**src/ffha_pkg.sv**
```systemverilog
// Shared types and constants for the first-fit heap allocator.
// Holds the chunk entry layout and the controller/datapath command and status structs.
// No dependencies.
package ffha_pkg;

	localparam int unsigned OFS_W          = 17;
	localparam int unsigned STAT_W         = 2;
	localparam int unsigned HEAP_BYTES_D   = 131072;
	localparam int unsigned ALIGN_BYTES_D  = 4;
	localparam int unsigned HEADER_BYTES_D = 16;
	localparam int unsigned MAX_CHUNKS_D   = 256;

	typedef struct packed {
		logic [OFS_W-1:0] off;
		logic [OFS_W-1:0] size;
		logic             used;
	} entry_t;

	typedef enum logic [1:0] {
		ST_OK   = 2'd0,
		ST_FAIL = 2'd1,
		ST_BAD  = 2'd2
	} stat_t;

	typedef enum logic [2:0] {
		RA_I,
		RA_I_INC,
		RA_I_DEC,
		RA_K_INC,
		RA_K_DEC
	} ra_t;

	typedef enum logic [1:0] {
		WA_I,
		WA_I_INC,
		WA_I_DEC,
		WA_K
	} wa_t;

	typedef enum logic [2:0] {
		WD_COPY,
		WD_ALLOC,
		WD_ALLOC_SPLIT,
		WD_NEW,
		WD_A,
		WD_P
	} wd_t;

	typedef enum logic [1:0] {
		K_HOLD,
		K_CNT,
		K_I,
		K_I_INC
	} kld_t;

	typedef struct packed {
		logic  load;
		logic  rnd_step;
		logic  rd_en;
		ra_t   ra;
		logic  i_inc;
		logic  cap_a;
		logic  a_merge;
		logic  cap_p;
		logic  wr_en;
		wa_t   wa;
		wd_t   wd;
		kld_t  k_ld;
		logic  k_inc;
		logic  k_dec;
		logic  cnt_inc;
		logic  cnt_dec;
		logic  res_set;
		stat_t res_code;
		logic  res_pay;
	} cmd_t;

	typedef struct packed {
		logic is_free;
		logic req_zero;
		logic i_end;
		logic i_zero;
		logic i1_end;
		logic hit;
		logic rd_free;
		logic split_ok;
		logic ins_more;
		logic rem_more;
	} sts_t;

endpackage

```
**src/ffha_ctrl.sv**
```systemverilog
// Controller of the first-fit heap allocator: sequences scan, split, insert and merge steps.
// Drives ffha_dp through the command struct and reads its status flags.
// Depends on ffha_pkg.
module ffha_ctrl (
	input  logic           clk,
	input  logic           arst_n,
	input  logic           start,
	output logic           busy,
	output logic           done,
	output ffha_pkg::cmd_t cmd,
	input  ffha_pkg::sts_t sts
);

	typedef enum logic [3:0] {
		IDLE, ROUND, SCAN, CHK, A_WR, INS, INS_WR, F_NXT, F_NXT_CHK,
		REM, REM_WR, F_PRV, F_PRV_CHK, F_WR_A, F_WR_P
	} state_t;

	state_t state_q, state_n;
	logic   phase_q, phase_n;
	logic   done_n;

	always_comb begin
		cmd      = '0;
		state_n  = state_q;
		phase_n  = phase_q;
		done_n   = 1'b0;
		cmd.ra   = ffha_pkg::RA_I;
		cmd.wa   = ffha_pkg::WA_I;
		cmd.wd   = ffha_pkg::WD_COPY;
		cmd.k_ld = ffha_pkg::K_HOLD;
		cmd.res_code = ffha_pkg::ST_OK;
		unique case (state_q)
			IDLE: begin
				if (start) begin
					cmd.load = 1'b1;
					state_n  = ROUND;
				end
			end
			ROUND: begin
				cmd.rnd_step = 1'b1;
				state_n      = SCAN;
			end
			SCAN: begin
				if (sts.req_zero || sts.i_end) begin
					cmd.res_set = 1'b1;
					if (sts.is_free)
						cmd.res_code = sts.req_zero ? ffha_pkg::ST_OK : ffha_pkg::ST_BAD;
					else
						cmd.res_code = ffha_pkg::ST_FAIL;
					done_n  = 1'b1;
					state_n = IDLE;
				end else begin
					cmd.rd_en = 1'b1;
					state_n   = CHK;
				end
			end
			CHK: begin
				if (sts.hit) begin
					cmd.cap_a = 1'b1;
					state_n   = sts.is_free ? F_NXT : A_WR;
				end else begin
					cmd.i_inc = 1'b1;
					state_n   = SCAN;
				end
			end
			A_WR: begin
				cmd.wr_en = 1'b1;
				if (sts.split_ok) begin
					cmd.wd   = ffha_pkg::WD_ALLOC_SPLIT;
					cmd.k_ld = ffha_pkg::K_CNT;
					state_n  = INS;
				end else begin
					cmd.wd      = ffha_pkg::WD_ALLOC;
					cmd.res_set = 1'b1;
					cmd.res_pay = 1'b1;
					done_n      = 1'b1;
					state_n     = IDLE;
				end
			end
			INS: begin
				if (sts.ins_more) begin
					cmd.rd_en = 1'b1;
					cmd.ra    = ffha_pkg::RA_K_DEC;
					state_n   = INS_WR;
				end else begin
					cmd.wr_en   = 1'b1;
					cmd.wa      = ffha_pkg::WA_I_INC;
					cmd.wd      = ffha_pkg::WD_NEW;
					cmd.cnt_inc = 1'b1;
					cmd.res_set = 1'b1;
					cmd.res_pay = 1'b1;
					done_n      = 1'b1;
					state_n     = IDLE;
				end
			end
			INS_WR: begin
				cmd.wr_en = 1'b1;
				cmd.wa    = ffha_pkg::WA_K;
				cmd.k_dec = 1'b1;
				state_n   = INS;
			end
			F_NXT: begin
				if (sts.i1_end) begin
					state_n = F_PRV;
				end else begin
					cmd.rd_en = 1'b1;
					cmd.ra    = ffha_pkg::RA_I_INC;
					state_n   = F_NXT_CHK;
				end
			end
			F_NXT_CHK: begin
				if (sts.rd_free) begin
					cmd.a_merge = 1'b1;
					cmd.k_ld    = ffha_pkg::K_I_INC;
					phase_n     = 1'b0;
					state_n     = REM;
				end else begin
					state_n = F_PRV;
				end
			end
			REM: begin
				if (sts.rem_more) begin
					cmd.rd_en = 1'b1;
					cmd.ra    = ffha_pkg::RA_K_INC;
					state_n   = REM_WR;
				end else begin
					cmd.cnt_dec = 1'b1;
					if (phase_q) begin
						cmd.res_set = 1'b1;
						done_n      = 1'b1;
						state_n     = IDLE;
					end else begin
						state_n = F_PRV;
					end
				end
			end
			REM_WR: begin
				cmd.wr_en = 1'b1;
				cmd.wa    = ffha_pkg::WA_K;
				cmd.k_inc = 1'b1;
				state_n   = REM;
			end
			F_PRV: begin
				if (sts.i_zero) begin
					state_n = F_WR_A;
				end else begin
					cmd.rd_en = 1'b1;
					cmd.ra    = ffha_pkg::RA_I_DEC;
					state_n   = F_PRV_CHK;
				end
			end
			F_PRV_CHK: begin
				if (sts.rd_free) begin
					cmd.cap_p = 1'b1;
					state_n   = F_WR_P;
				end else begin
					state_n = F_WR_A;
				end
			end
			F_WR_A: begin
				cmd.wr_en   = 1'b1;
				cmd.wd      = ffha_pkg::WD_A;
				cmd.res_set = 1'b1;
				done_n      = 1'b1;
				state_n     = IDLE;
			end
			F_WR_P: begin
				cmd.wr_en = 1'b1;
				cmd.wa    = ffha_pkg::WA_I_DEC;
				cmd.wd    = ffha_pkg::WD_P;
				cmd.k_ld  = ffha_pkg::K_I;
				phase_n   = 1'b1;
				state_n   = REM;
			end
			default: state_n = IDLE;
		endcase
	end

	always_ff @(posedge clk or negedge arst_n) begin
		if (!arst_n) begin
			state_q <= IDLE;
			phase_q <= 1'b0;
			done    <= 1'b0;
		end else begin
			state_q <= state_n;
			phase_q <= phase_n;
			done    <= done_n;
		end
	end

	assign busy = (state_q != IDLE);

endmodule

```
**config.mk**
```make
export PLATFORM = sky130hd
export DESIGN_NAME = ffha_ctrl
export DESIGN_NICKNAME = d
export VERILOG_FILES = /design/src/ffha_pkg.sv /design/src/ffha_ctrl.sv
export SDC_FILE = /design/constraint.sdc
export NUM_CORES = 1
export LEC_CHECK = 0
export BUFFER_PORTS_ARGS = -buffer_cell sky130_fd_sc_hd__buf_4
export CORE_ASPECT_RATIO = 0.8
export CORE_MARGIN = 1
export CORE_UTILIZATION = 48
export CTS_CLUSTER_DIAMETER = 60
export DETAILED_ROUTE_END_ITERATION = 6
export PLACE_DENSITY_LB_ADDON = 0.15
export SLEW_MARGIN = 15
export SYNTH_ARGS = -nofsm -noshare
export SYNTH_HDL_FRONTEND = slang
export SYNTH_SLANG_ARGS = --single-unit
```
**constraint.sdc**
```tcl
create_clock -name clk -period 4.2 [get_ports clk]
set_clock_uncertainty 0.15 [all_clocks]
set_input_delay 1.26 -clock clk [delete_from_list [all_inputs] [get_ports clk]]
set_output_delay 1.26 -clock clk [all_outputs]
set_load 0.03 [all_outputs]
```
==> run metrics <==
Internal=approximately 0.34 mW; clock root cell=clkbuf_4; Crit. End Element=output pin; Post-Syn Area=around 800 µm²; crit path DAT=~2.2 ns; Crit Reg-Reg Startpoint=state_q[0]$_DFFE_PN0P_; WL final=between 2000 and 2500 µm; DRC viols=0; sequential share of power=0.210; Worst Slack Setup Final=0.6277 ns; peak supply drop=approximately 540 µV; CTS buffer count=3; power share of the clock group=0.070; vias in the first global route=approximately 760; number of synthesized register bits=6; PwrDens=about 760 nW/µm²; CTS clk-pin slew, worst paths=around 0.05 ns; global-route wire length before repair=~3600 µm; synth-to-layout area growth=34.66%; commonest cells after routing, fill and taps aside=41 x buf_4, 15 x nor2_1, 10 x nand2_1, 10 x a21oi_1, 9 x o21ai_0; sw frac=0.5958; CTS Hold Bufs=0; drt via density=a little under 6; Worst EP required=2.79 ns; Buffers on Ports=40; Synth area leaders=dfrtp_1 18%, nor2_1 6.9%, a21oi_1 6.1%, o21ai_0 5.5%, nand2b_1 5.3%; minimum clock period=3.572 ns; gr usage total=0.2874; leak pwr=around 0.50 nW; vias after detailed routing=approximately 1000; reg-to-reg critical path endpoint=state_q[0]$_DFFE_PN0P_; total power=approximately 0.84 mW; commonest non-fill, non-tap cell in the layout=buf_4; htree depth=1; Finished Cell Area=1104 µm²; worst-path maximum fanout=3; Worst Hold End=phase_q$_DFFE_PN0P_; FF+latch area=around 150 µm²; Synth Net Count=133; largest net degree at the start of global routing=27; syn_area_per_cell=roughly 7 µm²; starting density of the core=0.5513; DP Worst Slack=0.6298 ns; unrepaired setup endpoints after global routing=false; Slew HR=0.4965; Synth top area share=0.1832; std cell rows=12; Resized cells post-CTS=0; post-synth cell types=36; Peak Freq=roughly 280 MHz; synth warn=0; maxcap violations=0; core area=roughly 1500 µm²; final core occ=0.7424; Clock Sinks=6; startpoint types=primary input; area of the multi-input gates=approximately 580 µm²; CTS tree=yes; final setup vio count=0; worst r2r path cells=4; Routed WL per cell=between 10 and 15 µm; Worst-Skew Late Latency=0.26 ns; initial antenna violation count=0; Pre-antenna DRT Iters=4; Post-CTS Setup Inserts=0; status=completed; layout cells sized above 1=0.3052; Fill cells=118; Area after DPL=between 1000 and 1500 µm²; Tightest Pin Transition=0.7552 ns; Final TNS setup=0 ns; NetSw=about 0.5 mW; Final HPWL DP=approximately 1800 µm; area leader, netlist=dfrtp_1; CP Class=primary input to output pin; initial drt markers=50; Worst Hold Launch=phase_q$_DFFE_PN0P_; R2R Setup Slk=~2.3 ns; gr ovfl total=0; Die Footprint=roughly 1900 µm²; worst hold path depth=2; Post-Place Cells=172; Tightest Hold Check Type=flop to flop; # IOs=41; Diodes inserted=0; Die Ht=between 30 and 40 µm; Bufs on Longest Clock Path=2; Gate Count Post-Synth=120; global placer's final weighted congestion=~0.86; register area share after synthesis=0.1832; Min Hold Slack=around 0.42 ns; Tcrit/Tclk final=0.8505; Final Slew Violations=0; remaining antenna violation count=0; logic gate share of total power=0.720; final-report hold violation count=0; nets@finish=169; Die X-Extent=just under 50 µm; fin cells=roughly 180
## area by class of cell
cell class              instances  area share
multi-input cells             100      0.5272
repair buffers                 41      0.2789
flip-flops and latches          6      0.1361
well taps                      21     0.02381
clock buffers                   3     0.02041
inverters                       4     0.01361
## synth_stat cells
cell type / instances
nor2_1: 15
a21oi_1: 10
nand2_1: 10
o21ai_0: 9
nand2b_1: 7
dfrtp_1: 6
nor3_1: 6
nor2b_1: 5
nor3b_1: 5
buf_2: 4
inv_1: 4
nand3_1: 4
a31oi_1: 3
buf_6: 3
a221oi_1: 2
and2b_1: 2
and3_1: 2
buf_4: 2
nor4_1: 2
o211ai_1: 2
o22ai_1: 2
a211oi_1: 1
a21o_1: 1
a32o_1: 1
a32oi_1: 1
and2_1: 1
buf_1: 1
nand2_2: 1
nand4_1: 1
nor3_2: 1
nor4b_1: 1
nor4b_4: 1
o21bai_1: 1
o32ai_1: 1
or3_1: 1
xnor2_1: 1
## flip-flops by register name, summed over array words and instances, names as in the netlist
register and count:
done 1, phase_q 1, state_q 4
## per-layer routing
layer | GRT usage | wire (µm)
met2 | 0.4333 | 1123
met4 | 0.08333 | 49
met3 | 0.05607 | 202
met1 | 0.4044 | 1056
met5 | 0 | 0
## worst max-delay path by stage
stage,start,endpoint,slack (ns)
floorplan,sts[6],cmd[23],0.31
global placement,sts[7],cmd[23],0.65
detailed placement,sts[7],cmd[23],0.63
CTS,sts[7],cmd[23],0.63
global route,state_q[1]$_DFFE_PN0P_,cmd[2],0.46
finish,sts[7],cmd[23],0.63
## cell families after synthesis
family,share of synthesized area
simple gates,0.4443
compound gates,0.2550
xor+xnor,0.01069
flops,0.1832
buf+inv,0.1069
## power groups by stage
stage               Clock [mW]  Sequential [mW]  Combinational [mW]
finish                  0.0586            0.176               0.604
global route            0.0615            0.186               0.652
CTS                     0.0595            0.172               0.602
detailed placement           0            0.173               0.599
global placement             0            0.172               0.592
floorplan                    0            0.110               0.518
## worst max-delay path, stage by stage
cell      delay (ns)
buf_4           0.12
nor3_1          0.19
a32o_1          0.19
a31oi_1         0.05
o21bai_1        0.18
buf_4           0.18
Power figures use the tool's default switching activity.
